`src/rtl/vms_pkg.sv`:
```
// ----------------------------------------------------------------------------
// vms_pkg: shared types and constants for the von Mises stress core
// Mode codes, radicand and root widths, and the record that travels
// from one square-root cell to the next.
// ----------------------------------------------------------------------------
package vms_pkg;

   localparam int RadW  = 68;  // radicand width, exact at 2*frac fraction bits
   localparam int RootW = 34;  // root width, one bit per cell
   localparam int OutW  = 33;

   typedef enum logic [1:0] {
      MODE_NONE  = 2'd0,
      MODE_PLANE = 2'd1,
      MODE_SOLID = 2'd2,
      MODE_RSVD  = 2'd3
   } mode_type;

   // One stage of the digit-by-digit root: remainder and partial root.
   typedef struct packed {
      logic             vld;
      logic [RadW-1:0]  rem;
      logic [RadW-1:0]  rad;
      logic [RootW-1:0] root;
   } cell_type;

endpackage

```
`src/rtl/vms_root_cell.sv`:
```
// ----------------------------------------------------------------------------
// vms_root_cell: one bit of the restoring square root
// Tries the next root bit and hands remainder and root to its neighbor.
// ----------------------------------------------------------------------------
module vms_root_cell #(
   parameter int BIT = 33
) (
   input  logic               clock,
   input  logic               reset,
   input  logic               adv,
   input  vms_pkg::cell_type  prev,
   output vms_pkg::cell_type  next
);

   vms_pkg::cell_type cell_ff, cell_in;
   logic [vms_pkg::RadW-1:0] trial;

   always_comb begin
      // (2r + 2^b) * 2^b for the partial root r, which holds only higher bits.
      trial = (68'(prev.root) << (BIT + 1)) + (68'd1 << (2 * BIT));
      cell_in = prev;
      if (prev.rem >= trial) begin
         cell_in.rem = prev.rem - trial;
         cell_in.root[BIT] = 1'b1;
      end
   end

   always_ff @(posedge clock) begin
      if (reset) cell_ff.vld <= 1'b0;
      else if (adv) cell_ff.vld <= cell_in.vld;
      if (adv) begin
         cell_ff.rem  <= cell_in.rem;
         cell_ff.rad  <= cell_in.rad;
         cell_ff.root <= cell_in.root;
      end
   end

   assign next = cell_ff;

endmodule

```
`config.mk`:
```
export PLATFORM = sky130hd
export DESIGN_NAME = vms_root_cell
export DESIGN_NICKNAME = d
export VERILOG_FILES = /design/src/rtl/vms_pkg.sv /design/src/rtl/vms_root_cell.sv
export SDC_FILE = /design/constraint.sdc
export NUM_CORES = 1
export LEC_CHECK = 0
export BUFFER_PORTS_ARGS = -buffer_cell sky130_fd_sc_hd__clkbuf_2
export CORE_AREA = 2 2 135 137
export DETAILED_ROUTE_END_ITERATION = 12
export DIE_AREA = 0 0 137 139
export GPL_ROUTABILITY_DRIVEN = 0
export HOLD_SLACK_MARGIN = 0.1
export PLACE_DENSITY = 0.75
export SLEW_MARGIN = 20
export SYNTH_ARGS = -nofsm -noshare
export SYNTH_HDL_FRONTEND = slang
export SYNTH_SLANG_ARGS = --single-unit
```
`constraint.sdc`:
```
create_clock -name clock -period 4.4 [get_ports clock]
set_input_delay 0.88 -clock clock [delete_from_list [all_inputs] [get_ports clock]]
set_output_delay 0.88 -clock clock [all_outputs]
set_load 0.01 [all_outputs]
```
==> impl_metrics.csv <==
group,metric,value,unit
clock_network,cts_hold_buf,0,
setup_path,cp_max_fo,35,
clock_network,ctsHtreeMaxLevel,4,
sta,max_freq,0.275,GHz
sta,clock_skew,0,ns
logic_synthesis,ys_async_sr_fraction,0,%
floorplanning,die_h,139,um
sta,slew_viol_final,0,
logic_synthesis,synth_area,0.00761,mm^2
detailed_routing,routedWlPerCell,18.4,um
layout,finalNetCount,1092,
detailed_routing,viasPerCell,5.04,
layout,final_common_cell,"clkbuf_2",
logic_synthesis,seq_area_frac_synth,67.3,%
logic_synthesis,ys_warn_count,0,
hold_path,hp-start,"next[170]",
setup_path,cpLargestDelayFamily,"compound AO/OA/AOI/OAI gates",
clock_network,clkSinkCount,171,
setup_path,crit_type,"in2reg",
setup_path,r2r_end,"next[170]",
layout,drive_gt1_share,45.0,%
logic_synthesis,synth_edf_count,170,
layout,area_delta_synth_final,33.4,%
floorplanning,start_util,43.1,%
logic_synthesis,synth-seq-cells,171,
global_route,grt_max_degree,73,
placement,hpwl,16300,um
power,vdd_drop_max,0.000255,V
sta,rsz0062_at_grt,"false",
setup_path,startpoint_type,"input port",
logic_synthesis,synth-main-ff-cell,"edfxtp_1",
floorplanning,die_area,0.0190,mm^2
setup_path,required,4.57,ns
global_route,overflow,0,
sta,fin_setup_tns,0,ns
layout,n_fill_cell,1496,
global_route,grt_pass1_vias,5592,
detailed_routing,vias,5674,
sta,fin_ws,0.762,ns
clock_network,cts.reportedPaths.clkPinSlew,0.07,ns
sta,period_needed,3.64,ns
layout,layout_common_cells,"343 x clkbuf_2, 170 x edfxtp_1, 46 x a21oi_1",
floorplanning,coreArea,0.0177,mm^2
global_route,track_usage,21.4,%
sta,max_slew_margin,54.4,%
detailed_routing,drtPass1Iterations,5,
setup_path,crit_arrival,3.81,ns
clock_network,clock_path_buffers,2,
detailed_routing,first_iter_violations,368,
setup_path,r2r_slack,3.79,ns
hold_path,hold_path.class,"reg2reg",
clock_network,cts_tree,"done",
global_route,grt_first_pass_wirelength,30500,um
setup_path,crit_path_cell_trace,"clkbuf_2 -> ha_1 -> inv_1 -> fa_1 -> a21o_1 -> a31o_1 -> a211o_1 -> a31oi_4 -> o21ai_2 -> a221oi_2 -> o31ai_4 -> buf_12 -> mux2_4",
setup_path,slowest_stage,"fa_1",
hold_path,min_to,"next[170]",
detailed_routing,drcViolationCount,0,
sta,tightest_slew,0.684,ns
clock_network,postCtsSetupRepairBufs,0,
power,p_leak,4.59,nW
clock_network,insertion_delay,0.42,ns
setup_path,cp-end-kind,"register",
floorplanning,rows,49,
setup_path,cp_slowest_stage_delay,0.41,ns
detailed_routing,drt-total-wl,20700,um
flow_run,maxCapViolCount,0,
logic_synthesis,avgSynthCellArea,14.3,um^2
placement,pre_cts_slack,0.344,ns
power,power_density,420,mW/mm^2
layout,largest_register_ffs,171,
logic_synthesis,synth_cell_type_count,54,
hold_path,min_path_cells,2,
sta,min_period_over_period,82.7,%
setup_path,reg2reg_from,"next[170]",
floorplanning,die_w,137,um
sta,setup_viol_count_final,0,
floorplanning,pin_count,345,
logic_synthesis,syn_inst,531,
placement,portBuffers,344,
clock_network,cts.repair.resized,0,
logic_synthesis,syn-num-nets,740,
clock_network,clockRootBuffer,"clkbuf_16",
clock_network,cts_buffers,17,
sta,finalHoldViolCount,0,
global_route,antenna_found_initial,1,
setup_path,critPathBufInv,3,
run_status,status,"completed",
detailed_routing,antenna_left,0,
setup_path,rr_worst_depth,2,
## where the power goes
part           total [mW]  switching, mW  leakage (nW)  internal (mW)
sequential           2.02         0.0473          1.67           1.97
combinational       0.777          0.436          2.64          0.341
clock                1.47          0.710         0.277          0.757
total                4.27           1.19          4.59           3.07
## worst max-delay path by stage
stage,start,end,cells past startpoint
6_report,prev[0],next[137],13
5_1_grt,prev[136],next[164],14
4_1_cts,prev[0],next[164],13
3_5_place_dp,prev[0],next[164],13
3_3_place_gp,prev[136],next[164],14
2_1_floorplan,prev[136],next[137],13
## Yosys cell counts, types with 3 or more instances
master	number	area [um^2]
nor2_1	36	135
a31o_2	3	26.3
edfxtp_1	170	5100
a211o_1	3	26.3
xnor2_1	21	184
buf_6	7	78.8
nor3_1	3	15.0
nand2_1	24	90.1
o21bai_1	4	30.0
o21a_1	4	30.0
ha_1	34	425
buf_2	3	15.0
a21oi_1	46	230
nand4_1	7	43.8
inv_1	39	146
mux2_4	13	195
a21o_1	19	143
xor2_1	10	87.6
a31oi_1	6	37.5
and3_1	3	18.8
nor4_1	10	62.6
clkbuf_1	4	15.0
nand2b_1	4	25.0
nand3_1	11	55.1
o21ai_0	15	75.1
## per-layer routing
metal | global-route usage, % | part of all wire [%] | vias up
met5 | 0 | 0 | -
met4 | 9.77 | 3.2 | 0
met3 | 5.96 | 7.3 | 44
met2 | 35.7 | 50 | 249
met1 | 25.7 | 39 | 2662
li1 | - | - | 2719
## metrics by stage
step                total power, mW  instances  utilization [%]  cell area (um^2)  hold slack, ns
floorplan                      2.49        531                -              7610           0.528
global placement               2.82       1093             54.2              9580           0.512
global route                   4.45       1126             57.5             10200           0.594
detailed placement             2.84       1093             54.2              9580           0.540
CTS                            4.30       1125             57.5             10200           0.557
finish                         4.27       1126             57.5             10200           0.548
## final cells by class
class | instances | area, um^2 | area share, %
Sequential cell | 171 | 5120 | 50.5
Multi-Input combinational cell | 306 | 2230 | 22.0
Timing Repair Buffer | 348 | 1780 | 17.6
Clock buffer | 17 | 425 | 4.19
Tap cell | 229 | 287 | 2.82
Clock inverter | 15 | 151 | 1.49
Inverter | 39 | 146 | 1.44
Antenna cell | 1 | 2.50 | 0.0246
## cells by family (layout without fill, tap and decap cells)
family          Yosys count  count (layout)  synth area share [%]
compound gates          120             120                  10.5
xor+xnor                 31              31                  3.57
fa+ha+maj                35              35                  5.85
buf+inv                  54             419                  3.45
flops                   171             171                  67.3
mux                      14              14                  2.70
other cells               0               1                     0
simple gates            106             106                  6.62
## worst register-to-register path, delay by kind of cell (launching register included)
family,cells,cell delay (ns)
DFF,1,0.33
and+or+nand+nor,1,0.06
muxes,1,0.13
No activity file was read; power rests on OpenSTA's default activity.
